===== config.mk =====
export PLATFORM = sky130hd
export DESIGN_NAME = interval_channel_allocator_flat
export DESIGN_NICKNAME = d
export VERILOG_FILES = /design/src/sv/ica_pkg.sv /design/src/sv/ica_req_if.sv /design/src/sv/ica_rsp_if.sv /design/src/sv/interval_channel_allocator.sv /design/src/flat_wrapper.sv
export SDC_FILE = /design/constraint.sdc
export NUM_CORES = 2
export LEC_CHECK = 0
export ABC_AREA = 1
export BUFFER_PORTS_ARGS = -buffer_cell sky130_fd_sc_hd__buf_2
export CAP_MARGIN = 25
export CORE_MARGIN = 3
export CORE_UTILIZATION = 45
export DETAILED_ROUTE_END_ITERATION = 10
export SLEW_MARGIN = 10
export SYNTH_ARGS = -nofsm -noshare
export SYNTH_HDL_FRONTEND = slang
export SYNTH_SLANG_ARGS = --single-unit

===== constraint.sdc =====
create_clock -name clk -period 8.6 [get_ports clk]
set_input_delay 1.72 -clock clk [delete_from_list [all_inputs] [get_ports clk]]
set_output_delay 1.72 -clock clk [all_outputs]
set_load 0.02 [all_outputs]

===== src/sv/ica_pkg.sv =====
// ----------------------------------------------------------------------------
// ica_pkg
// Shared widths, operation codes and status codes of the interval channel
// allocator.
// ----------------------------------------------------------------------------
package ica_pkg;

  localparam int TABLE_SLOTS      = 16;
  localparam int SLOT_W           = $clog2(TABLE_SLOTS);
  localparam int CHANNELS         = 6;
  localparam int DATA_CHANNEL_IDS = 16;
  localparam int DCNT_W           = $clog2(DATA_CHANNEL_IDS + 1);

  localparam int OP_W    = 2;
  localparam int TIME_W  = 32;
  localparam int DCH_W   = 4;
  localparam int CH_W    = 3;
  localparam int CH_IDS  = 1 << CH_W;
  localparam int RSLOT_W = 4;
  localparam int EXCL_W  = 16;
  localparam int STAT_W  = 3;
  localparam int OSLOT_W = 4;

  typedef enum logic [OP_W-1:0] {
    OP_VALIDATE = 2'd0,
    OP_APPEND   = 2'd1,
    OP_REMOVE   = 2'd2,
    OP_NOP      = 2'd3
  } op_t;

  typedef enum logic [STAT_W-1:0] {
    ST_OK             = 3'd0,
    ST_DATA_EXHAUSTED = 3'd1,
    ST_NO_CHANNEL     = 3'd2,
    ST_FULL           = 3'd3,
    ST_SLOT_EMPTY     = 3'd4
  } status_t;

  // One stored segment, one memory word.
  typedef struct packed {
    logic [TIME_W-1:0] start_time;
    logic [TIME_W-1:0] end_time;
    logic [DCH_W-1:0]  data_channel;
    logic [CH_W-1:0]   channel;
  } segment_t;

endpackage


===== src/sv/ica_req_if.sv =====
// ----------------------------------------------------------------------------
// ica_req_if
// Request channel: one operation item with its segment and mask fields.
// ----------------------------------------------------------------------------
interface ica_req_if;
  logic                             valid;
  logic                             ready;
  logic [ica_pkg::OP_W-1:0]         operation;
  logic [ica_pkg::TIME_W-1:0]       start_time;
  logic [ica_pkg::TIME_W-1:0]       end_time;
  logic [ica_pkg::DCH_W-1:0]        data_channel;
  logic [ica_pkg::CH_W-1:0]         channel;
  logic [ica_pkg::RSLOT_W-1:0]      remove_slot;
  logic [ica_pkg::EXCL_W-1:0]       exclude_mask;

  modport source (
    output valid, operation, start_time, end_time, data_channel, channel,
           remove_slot, exclude_mask,
    input  ready
  );
  modport sink (
    input  valid, operation, start_time, end_time, data_channel, channel,
           remove_slot, exclude_mask,
    output ready
  );
endinterface


===== src/sv/ica_rsp_if.sv =====
// ----------------------------------------------------------------------------
// ica_rsp_if
// Result channel: one status item per request.
// ----------------------------------------------------------------------------
interface ica_rsp_if;
  logic                         valid;
  logic                         ready;
  logic [ica_pkg::STAT_W-1:0]   status;
  logic [ica_pkg::CH_W-1:0]     assigned_channel;
  logic [ica_pkg::OSLOT_W-1:0]  slot;
  logic                         table_empty;

  modport source (
    output valid, status, assigned_channel, slot, table_empty,
    input  ready
  );
  modport sink (
    input  valid, status, assigned_channel, slot, table_empty,
    output ready
  );
endinterface


===== src/sv/interval_channel_allocator.sv =====
// ----------------------------------------------------------------------------
// interval_channel_allocator
// Segment table with overlap check and lowest-free real channel selection.
// ----------------------------------------------------------------------------
// Sequence: validate runs from accept to result as one memory read per
//   slot in ST_SCAN, the read data of the final slot in ST_LAST, then the
//   channel pick and the result register load in ST_DONE. Append, remove
//   and no-op go from accept straight to ST_DONE.
// Throughput: one item at a time; validate sweeps every slot over the
//   single read port of the segment memory.
// Reset: rst clears every slot valid bit and the control state; segment
//   memory contents stay undefined and are only read under a valid bit.
module interval_channel_allocator (
  input  logic          clk,
  input  logic          rst,
  ica_req_if.sink       req,
  ica_rsp_if.source     rsp
);

  localparam int Slots   = ica_pkg::TABLE_SLOTS;
  localparam int SlotW   = ica_pkg::SLOT_W;
  localparam int Chans   = ica_pkg::CHANNELS;
  localparam int DchIds  = ica_pkg::DATA_CHANNEL_IDS;
  localparam int DcntW   = ica_pkg::DCNT_W;
  localparam int ChW     = ica_pkg::CH_W;
  localparam int ChIds   = ica_pkg::CH_IDS;
  localparam int OslotW  = ica_pkg::OSLOT_W;

  // One-hot control states.
  typedef enum logic [3:0] {
    ST_IDLE = 4'b0001,  // take a request item
    ST_SCAN = 4'b0010,  // issue one slot read per cycle
    ST_LAST = 4'b0100,  // absorb the read data of the final slot
    ST_DONE = 4'b1000   // commit the operation and load the result register
  } state_t;

  state_t state, state_next;

  // Held request.
  ica_pkg::op_t                cur_op;
  logic [ica_pkg::TIME_W-1:0]  cur_tstart;
  logic [ica_pkg::TIME_W-1:0]  cur_end;
  logic [ica_pkg::DCH_W-1:0]   cur_dch;
  logic [ChW-1:0]              cur_ch;
  logic [ica_pkg::RSLOT_W-1:0] cur_rslot;
  logic [ica_pkg::EXCL_W-1:0]  cur_excl;

  // Table: valid bits in flops, segment fields in a synchronous memory.
  logic [Slots-1:0]       slot_valid, slot_valid_next;
  ica_pkg::segment_t      seg_mem [Slots];
  ica_pkg::segment_t      rd_data;
  ica_pkg::segment_t      wr_data;
  logic                   mem_we;

  // Sweep pipeline: scan_idx is the read address, chk_idx the slot whose
  // data sits in rd_data when chk_vld is high.
  logic [SlotW-1:0]       scan_idx;
  logic [SlotW-1:0]       chk_idx;
  logic                   chk_vld;
  logic                   hit;

  // Accumulated usage over the overlapping segments.
  logic [DchIds-1:0]      data_used;
  logic [DcntW-1:0]       data_cnt;
  logic [ChIds-1:0]       real_used;

  // Result register.
  logic                   out_valid;
  ica_pkg::status_t       out_status;
  logic [ChW-1:0]         out_assigned;
  logic [OslotW-1:0]      out_slot;
  logic                   out_empty;
  logic                   out_free;

  logic                   accept;
  logic                   commit;

  ica_pkg::status_t       status_next;
  logic [ChW-1:0]         assigned_next;
  logic [OslotW-1:0]      slot_next;

  logic [SlotW-1:0]       free_idx;
  logic                   free_found;

  assign req.ready = (state == ST_IDLE);
  assign accept    = req.valid && req.ready;
  assign out_free  = !out_valid || rsp.ready;
  assign commit    = (state == ST_DONE) && out_free;

  assign rsp.valid            = out_valid;
  assign rsp.status           = out_status;
  assign rsp.assigned_channel = out_assigned;
  assign rsp.slot             = out_slot;
  assign rsp.table_empty      = out_empty;

  // Hold the request for the whole operation.
  always_ff @(posedge clk) begin
    if (accept) begin
      cur_op     <= ica_pkg::op_t'(req.operation);
      cur_tstart <= req.start_time;
      cur_end    <= req.end_time;
      cur_dch    <= req.data_channel;
      cur_ch     <= req.channel;
      cur_rslot  <= req.remove_slot;
      cur_excl   <= req.exclude_mask;
    end
  end

  // Sequencer.
  always_comb begin
    state_next = state;
    case (state)
      ST_IDLE: begin
        if (accept) begin
          if (ica_pkg::op_t'(req.operation) == ica_pkg::OP_VALIDATE) begin
            state_next = ST_SCAN;
          end else begin
            state_next = ST_DONE;
          end
        end
      end
      ST_SCAN: begin
        if (scan_idx == SlotW'(Slots - 1)) begin
          state_next = ST_LAST;
        end
      end
      ST_LAST: state_next = ST_DONE;
      ST_DONE: begin
        if (out_free) begin
          state_next = ST_IDLE;
        end
      end
      default: state_next = ST_IDLE;
    endcase
  end

  always_ff @(posedge clk) begin
    if (rst) begin
      state   <= ST_IDLE;
      chk_vld <= 1'b0;
    end else begin
      state   <= state_next;
      chk_vld <= (state == ST_SCAN);
    end
  end

  // Advance the read address through every slot once per validate.
  always_ff @(posedge clk) begin
    if (accept) begin
      scan_idx <= '0;
    end else if (state == ST_SCAN) begin
      scan_idx <= scan_idx + SlotW'(1);
    end
    chk_idx <= scan_idx;
  end

  // Segment memory: one write port (append), one registered read port
  // (sweep). Appends commit only in ST_DONE, so a write never meets a read
  // of the same sweep.
  assign wr_data.start_time   = cur_tstart;
  assign wr_data.end_time     = cur_end;
  assign wr_data.data_channel = cur_dch;
  assign wr_data.channel      = cur_ch;

  always_ff @(posedge clk) begin
    if (mem_we) begin
      seg_mem[free_idx] <= wr_data;
    end
    rd_data <= seg_mem[scan_idx];
  end

  // Closed-interval overlap against the slot just read, in the four-way
  // form that also covers reversed intervals without reordering them.
  always_comb begin
    logic ov;
    ov = (cur_tstart >= rd_data.start_time && cur_tstart <= rd_data.end_time) ||
         (cur_end <= rd_data.end_time && cur_end >= rd_data.start_time) ||
         (rd_data.start_time >= cur_tstart && rd_data.start_time <= cur_end) ||
         (rd_data.end_time <= cur_end && rd_data.end_time >= cur_tstart);
    hit = chk_vld && slot_valid[chk_idx] && !cur_excl[chk_idx] && ov;
  end

  // Collect data and real channel usage; count each new data channel once.
  always_ff @(posedge clk) begin
    if (rst || accept) begin
      data_used <= '0;
      real_used <= '0;
      data_cnt  <= '0;
    end else if (hit) begin
      data_used[rd_data.data_channel] <= 1'b1;
      real_used[rd_data.channel]      <= 1'b1;
      if (!data_used[rd_data.data_channel]) begin
        data_cnt <= data_cnt + DcntW'(1);
      end
    end
  end

  // Lowest free slot for append.
  always_comb begin
    free_idx   = '0;
    free_found = 1'b0;
    for (int i = Slots - 1; i >= 0; i--) begin
      if (!slot_valid[i]) begin
        free_idx   = SlotW'(i);
        free_found = 1'b1;
      end
    end
  end

  // Operation outcome and table update.
  always_comb begin
    status_next     = ica_pkg::ST_OK;
    assigned_next   = '0;
    slot_next       = '0;
    slot_valid_next = slot_valid;
    mem_we          = 1'b0;
    case (cur_op)
      ica_pkg::OP_VALIDATE: begin
        if (data_cnt >= DcntW'(Chans)) begin
          status_next = ica_pkg::ST_DATA_EXHAUSTED;
        end else begin
          status_next = ica_pkg::ST_NO_CHANNEL;
          for (int i = Chans; i >= 1; i--) begin
            if (!real_used[i]) begin
              status_next   = ica_pkg::ST_OK;
              assigned_next = ChW'(i);
            end
          end
        end
      end
      ica_pkg::OP_APPEND: begin
        if (free_found) begin
          slot_next                 = OslotW'(free_idx);
          slot_valid_next[free_idx] = 1'b1;
          mem_we                    = commit;
        end else begin
          status_next = ica_pkg::ST_FULL;
        end
      end
      ica_pkg::OP_REMOVE: begin
        if (slot_valid[cur_rslot]) begin
          slot_valid_next[cur_rslot] = 1'b0;
        end else begin
          status_next = ica_pkg::ST_SLOT_EMPTY;
        end
      end
      default: begin
        status_next = ica_pkg::ST_OK;
      end
    endcase
  end

  // Commit the table update and load the result; drop the result once taken.
  always_ff @(posedge clk) begin
    if (rst) begin
      slot_valid <= '0;
      out_valid  <= 1'b0;
    end else begin
      if (commit) begin
        slot_valid <= slot_valid_next;
        out_valid  <= 1'b1;
      end else if (rsp.ready) begin
        out_valid  <= 1'b0;
      end
    end
  end

  always_ff @(posedge clk) begin
    if (commit) begin
      out_status   <= status_next;
      out_assigned <= assigned_next;
      out_slot     <= slot_next;
      out_empty    <= (slot_valid_next == '0);
    end
  end

  // --------------------------------------------------------------------------
  // Assertions
  // --------------------------------------------------------------------------
  a_result_from_commit: assert property (@(posedge clk) disable iff (rst)
    $rose(out_valid) |-> $past(state == ST_DONE))
    else $error("result appeared without a commit");

  a_count_matches_mask: assert property (@(posedge clk) disable iff (rst)
    data_cnt == DcntW'($countones(data_used)))
    else $error("data channel count out of step with usage mask");

  a_no_write_in_sweep: assert property (@(posedge clk) disable iff (rst)
    mem_we |-> !(state == ST_SCAN || state == ST_LAST || chk_vld))
    else $error("segment write during slot sweep");

  a_append_sets_valid: assert property (@(posedge clk) disable iff (rst)
    mem_we |=> slot_valid[$past(free_idx)])
    else $error("appended slot not marked valid");

  a_hit_only_on_valid: assert property (@(posedge clk) disable iff (rst)
    hit |-> (state == ST_SCAN || state == ST_LAST))
    else $error("overlap hit outside the sweep");

endmodule


===== src/flat_wrapper.sv =====
// flat-port wrapper written by rule: the top's interface ports become plain ports
module interval_channel_allocator_flat 
  (clk, rst, req_valid, req_operation, req_start_time, req_end_time, req_data_channel, req_channel, req_remove_slot, req_exclude_mask, req_ready, rsp_valid, rsp_status, rsp_assigned_channel, rsp_slot, rsp_table_empty, rsp_ready);
  ica_req_if req_i ();
  ica_rsp_if rsp_i ();
  input  logic clk;
  input  logic rst;
  input wire logic [$bits(req_i.valid)-1:0] req_valid;
  input wire logic [$bits(req_i.operation)-1:0] req_operation;
  input wire logic [$bits(req_i.start_time)-1:0] req_start_time;
  input wire logic [$bits(req_i.end_time)-1:0] req_end_time;
  input wire logic [$bits(req_i.data_channel)-1:0] req_data_channel;
  input wire logic [$bits(req_i.channel)-1:0] req_channel;
  input wire logic [$bits(req_i.remove_slot)-1:0] req_remove_slot;
  input wire logic [$bits(req_i.exclude_mask)-1:0] req_exclude_mask;
  output wire logic [$bits(req_i.ready)-1:0] req_ready;
  output wire logic [$bits(rsp_i.valid)-1:0] rsp_valid;
  output wire logic [$bits(rsp_i.status)-1:0] rsp_status;
  output wire logic [$bits(rsp_i.assigned_channel)-1:0] rsp_assigned_channel;
  output wire logic [$bits(rsp_i.slot)-1:0] rsp_slot;
  output wire logic [$bits(rsp_i.table_empty)-1:0] rsp_table_empty;
  input wire logic [$bits(rsp_i.ready)-1:0] rsp_ready;
  assign req_i.valid = req_valid;
  assign req_i.operation = req_operation;
  assign req_i.start_time = req_start_time;
  assign req_i.end_time = req_end_time;
  assign req_i.data_channel = req_data_channel;
  assign req_i.channel = req_channel;
  assign req_i.remove_slot = req_remove_slot;
  assign req_i.exclude_mask = req_exclude_mask;
  assign req_ready = req_i.ready;
  assign rsp_valid = rsp_i.valid;
  assign rsp_status = rsp_i.status;
  assign rsp_assigned_channel = rsp_i.assigned_channel;
  assign rsp_slot = rsp_i.slot;
  assign rsp_table_empty = rsp_i.table_empty;
  assign rsp_i.ready = rsp_ready;
  interval_channel_allocator u_core (.clk(clk), .rst(rst), .req(req_i), .rsp(rsp_i));
endmodule

After elaboration in Yosys (flattened, before gate mapping)
Memories as Yosys holds them, arrays and structs flattened. A register that Yosys moved wholly into a read port is not among the register bits. Cells that the tools add are included.

Register bits: 163. Memory bits (writable): 1136. Input bits: 97. Output and inout bits: 13. Word-level logic and storage cells: 171. Memories: 1.

$add $sub $neg: 2. $lt $le $gt $ge: 18. Eq/ne operators: 10. Multiplexer cells: 78. Bitwise gates (word level): 10. Reductions and logical operators: 30.

Memories: u_core.seg_mem (words 16, bits a word 71, rd ports 1, clocked after Yosys merged registers in 1, write ports 1, RTL line interval_channel_allocator.sv:50) `ica_pkg::segment_t seg_mem [Slots];`.

Operators with widths (number): greater-or-equal comparator 32 bit (4); <= comparator 32 bit (4); 2-to-1 mux 4 bit (20); 2-to-1 mux 16 bit (2); bitwise OR 16 bit (2); one-hot mux 16 bit (2 select lines) (1); 2-to-1 mux 1 bit (31); less-than comparator 4 x 5 -> 1 bit, second input constant (4); 2-to-1 mux 2 bit (9); AND 16 bit (1); binary-select mux 1 bit (select 4 bit) (4); zero test 16 bit (1); inverter 16 bit (1); one-hot mux 4 bit (4 select lines) (1); 2-to-1 mux 3 bit (5); logical AND 1 bit (13); demux 1 bit (select 4 bit) (3); greater-or-equal comparator 4 x 1 -> 1 bit, second input constant (3); one-hot mux 3 bit (3 select lines) (1); == test 4 bit, second input constant (2); bitwise OR 8 bit (1); adder 5 x 1 -> 5 bit, second input constant (1); greater-or-equal comparator 5 x 3 -> 1 bit, second input constant (1); logical OR 1 bit (5); 20 further kinds (28).

Logic depth before layout (Yosys ltp)
Word-level depth: 24. Gate-level depth with buffers: 23.

Least setup slack after synthesis
OpenSTA, ideal clock, no wires.

Path kind: in2reg. Start: input port rsp_ready. End: memory u_core.seg_mem[4][0] in the netlist's numbering, enable pin. Library setup time: 588 ps. Arrival time: 7312 ps. Data required time: 8012 ps. Setup slack: 701 ps. Cell stages on the path: 5. Buffers on the path: 1. Cell sequence: nor2_1 nor2_1 inv_1 clkbuf_1 nor3_1.

Word-level cells in the longest chain between the ends: 6.

RTL lines: start: declaration (RTL line flat_wrapper.sv:22) `input wire logic [$bits(rsp_i.ready)-1:0] rsp_ready;`; logical OR 1 bit (RTL line interval_channel_allocator.sv:87) `assign out_free = !out_valid || rsp.ready;`; logical AND 1 bit (RTL line interval_channel_allocator.sv:88) `assign commit = (state == ST_DONE) && out_free;`; 2-to-1 mux 1 bit (RTL line interval_channel_allocator.sv:232) `if (free_found) begin`; 2-to-1 mux 1 bit (RTL line interval_channel_allocator.sv:217) `case (cur_op)`; 2-to-1 mux 1 bit (RTL line interval_channel_allocator.sv:166) `if (mem_we) begin`; 2-to-1 mux 1 bit (not written as such) (RTL line interval_channel_allocator.sv:167) `seg_mem[free_idx] <= wr_data;`; end: declaration (RTL line interval_channel_allocator.sv:50).

Every way passes these cells.

Worst setup path in the final report
Start: input port rsp_ready. End: memory u_core.seg_mem[5][54] in the netlist's numbering, enable pin.

The elaborated chain is that of the path after synthesis.

==> results.toml <==
[final_layout]
fill_cells = 10150
antenna-diode-count = 0
syn_to_final_growth_pct = 13.22
final_util_pct = 51.73
ff_latch_area_mm2 = 0.03981
nNetsFinal = 4567
multiInputGateArea_mm2 = 0.01384
drive_above_1_share_pct = 10.84

[cts]
cts_tree = "yes"
clock_sinks = 1368
ctsResizeCount = 0
clk_pin_slew_worst_paths_ns = 0.06
post_cts_buffers = 0
hold_buffers = 0
cts_buffers = 144
clk_path_buf_depth = 3
clock_latency_ns = 0.75
htree_levels = 4
cts-root-buf = "clkbuf_16"

[critical_path]
worstPathMaxFanout = 50
critPathBufInv = 4
path_cells = "buf_2 -> nor2_1 -> nor2_2 -> buf_4 -> inv_1 -> nor2_4 -> buf_4"
crit_top_cell = "buf_4"
worst-setup-path-type = "input port to flip-flop"
r2r_start = "u_core.slot_valid[0]"
end_kind = "flip-flop"
cp.required_ns = 8.96
crit_arrival_ns = 4.59
rr_endpoint = "u_core.seg_mem[14][26]"
cp_top_family = "buffers and inverters"
startpoint_type = "input port"
slowest_delay_ns = 0.87
crit_slowest_cell = "buf_4"
rr_worst_depth = 10
reg2reg_slack_ns = 4.80

[power_and_ir_drop]
switching_share_pct = 23.49
pwr-share-clk_pct = 41.3
share_seq_of_total_power_pct = 51.7
comb_power_share_pct = 7.0
peakVddDrop_mv = 0.1662
p_per_area_mw_per_mm2 = 235.6
p_int_mw = 11.28
p_leak_nw = 21.11
power.switching_mw = 3.461
total_power_mw = 14.74

[worst_hold_path]
hold_path_class = "flip-flop to flip-flop"
holdPathStages = 0
hp-start = "u_core.scan_idx[3]"
min_to = "u_core.chk_idx[3]"

[timing]
setup_slack_ns = 4.370
fmax_mhz = 236.4
slew-limit-headroom_pct = 28.96
finalHoldViolCount = 0
period_share_pct = 49.18
fin_tns_setup_ns = 0
rsz0062_at_grt = "no"
min_period_ns = 4.230
slew_violations = 0
max_slew.worst_pin.slew_ns = 1.066
setup_violations = 0
fin_skew_ns = 0.03673

[synthesis]
synth_area_per_cell_um2 = 13.11
ys_ff_latch = 1368
ys.flop_type = "edfxtp_1"
synth_edf_count = 1240
synth_warnings = 0
netlist_area_mm2 = 0.05525
syn_nets = 4446
ys_seq_area_share_pct = 72.03
synthCells = 4214
synthArstFlopShare_pct = 0
yosysUniqueCellTypes = 54

[grt]
grt_pass1_vias = 33090
met3_usage_pct = 3.042
grt_overflow = 0
grt_max_degree = 169
grt_busiest_layer = "met2"
met2_usage_pct = 34.66
grt_usage_pct = 22.12
grt_use_met1_pct = 32.60
grt_pass1_wl_mm = 211.6
antenna_found_initial = 4

[die]
num_rows = 127
start_util_pct = 45.69
core_region_area_mm2 = 0.1209
die_w_um = 356.4
die_area_mm2 = 0.1270
die_h_um = 356.4
ios = 110

[routing]
wirelength_mm = 141.4
routedWlPerCell_um = 23.31
drc = 0
postRouteAntennaNets = 0
dr.first_iter.drc_count = 3454
vias = 34370
viasPerCell = 5.666
firstDrtPassIters = 6

[job]
cap_violations = 0

[place]
port_buffers = 109
place_ws_ns = 3.623
hpwl_mm = 82.33
place_congestion = 0.8946

[outcome]
outcome = "finished, final reports clean"
## cells in the final DEF, fill, tap and decap left out, types with 6 or more instances in the layout
cell,netlist,layout
edfxtp_1,1240,1240
clkbuf_1,189,41
nand4_1,36,36
nor3_1,18,16
a21oi_2,11,11
nand3_1,153,153
clkinvlp_4,0,6
nand2_1,342,342
mux2i_1,112,112
buf_4,3,88
buf_2,17,109
clkbuf_8,0,17
a21oi_1,116,116
o22ai_1,10,10
nor2_4,1,17
bufinv_16,0,7
clkinv_1,1,21
clkbuf_16,0,145
o32ai_1,172,172
nor2_1,717,700
o21ai_0,350,350
ha_1,135,135
o221ai_1,117,117
clkinv_2,0,14
nand2_2,16,16
inv_1,215,214
dfxtp_1,128,125
o211ai_1,40,40
## state kept, by name, summed over array words and instances (netlist names)
name,count
u_core.scan_idx,4
u_core.rsp.table_empty,1
u_core.cur_end,32
u_core.rsp.assigned_channel,3
u_core.state,4
u_core.cur_tstart,32
u_core.cur_op,2
u_core.slot_valid,16
u_core.rsp.slot,4
u_core.chk_idx,4
u_core.real_used,6
u_core.cur_dch,4
u_core.rsp.valid,1
u_core.cur_rslot,4
u_core.rd_data,71
u_core.data_cnt,5
u_core.cur_ch,3
u_core.cur_excl,16
u_core.data_used,16
u_core.rsp.status,3
u_core.chk_vld,1
u_core.seg_mem,1136
## cell families after synthesis
group | Yosys count | share of synthesized area [%]
compound gates | 842 | 9.993
xor+xnor | 3 | 0.04756
fa+ha+maj | 135 | 3.057
buf+inv | 452 | 3.163
flops | 1368 | 72.03
mux | 112 | 2.029
simple gates | 1302 | 9.681
## stage by stage
step	cell area (um^2)	hold slack (ns)	std cells
CTS	62530	0.4055	6066
finish	62560	0.4019	6067
global route	62560	0.4254	6067
floorplan	55250	0.3290	4214
detailed placement	57850	0.3964	5800
global placement	57800	0.4009	5798
## power groups by stage
stage / clock [mW] / combinational (mW) / sequential [mW]
after floorplan: 0 / 0.594 / 7.74
after global placement: 0 / 1.01 / 7.75
after detailed placement: 0 / 1.03 / 7.76
after CTS: 6.20 / 1.03 / 7.62
after global routing: 6.47 / 1.15 / 7.63
final: 6.09 / 1.03 / 7.62
## per-layer routing
layer,share of wire (%),vias to the layer above
met5,0,-
met4,2.2,0
met3,6.0,192
met2,46,1084
met1,46,17190
li1,-,15910
## worst max path at each step
stage / startpoint / end / slack [ns] / cells past startpoint
3_5_place_dp: rsp_ready / u_core.seg_mem[5][31] / 3.62 / 7
6_report: rsp_ready / u_core.seg_mem[5][54] / 4.37 / 7
4_1_cts: rsp_ready / u_core.seg_mem[5][24] / 4.43 / 7
2_1_floorplan: rsp_ready / u_core.seg_mem[4][0] / 0.70 / 5
3_3_place_gp: rsp_ready / u_core.seg_mem[5][60] / 3.64 / 7
5_1_grt: rsp_ready / u_core.seg_mem[5][24] / 4.22 / 7
## Yosys cell counts, drive strengths merged, types with 4 or more instances
cell	n	area (um^2)
nor4	5	43.79
nand4	36	225.2
ha	135	1689
a21oi	127	676.9
o211ai	40	300.3
nor2	720	2715
nand3	155	785.8
o221ai	117	1025
mux2i	112	1121
o22ai	10	62.56
clkbuf	189	709.4
nand2	362	1429
o21a	4	30.03
o32ai	172	1506
dfxtp	128	2562
buf	40	198.9
nor3	19	100.1
o21ai	355	1777
inv	222	835.8
edfxtp	1240	37240
## area by class of cell
| class | count | area share [%] |
|---|---|---|
| timing repair buffer | 204 | 2.176 |
| multi-input combinational | 2394 | 22.12 |
| tap | 1612 | 3.224 |
| clock buffer | 203 | 6.420 |
| inverter | 223 | 1.362 |
| clock inverter | 63 | 1.056 |
| sequential | 1368 | 63.64 |
Note: power is estimated with default switching activity, not from simulation.
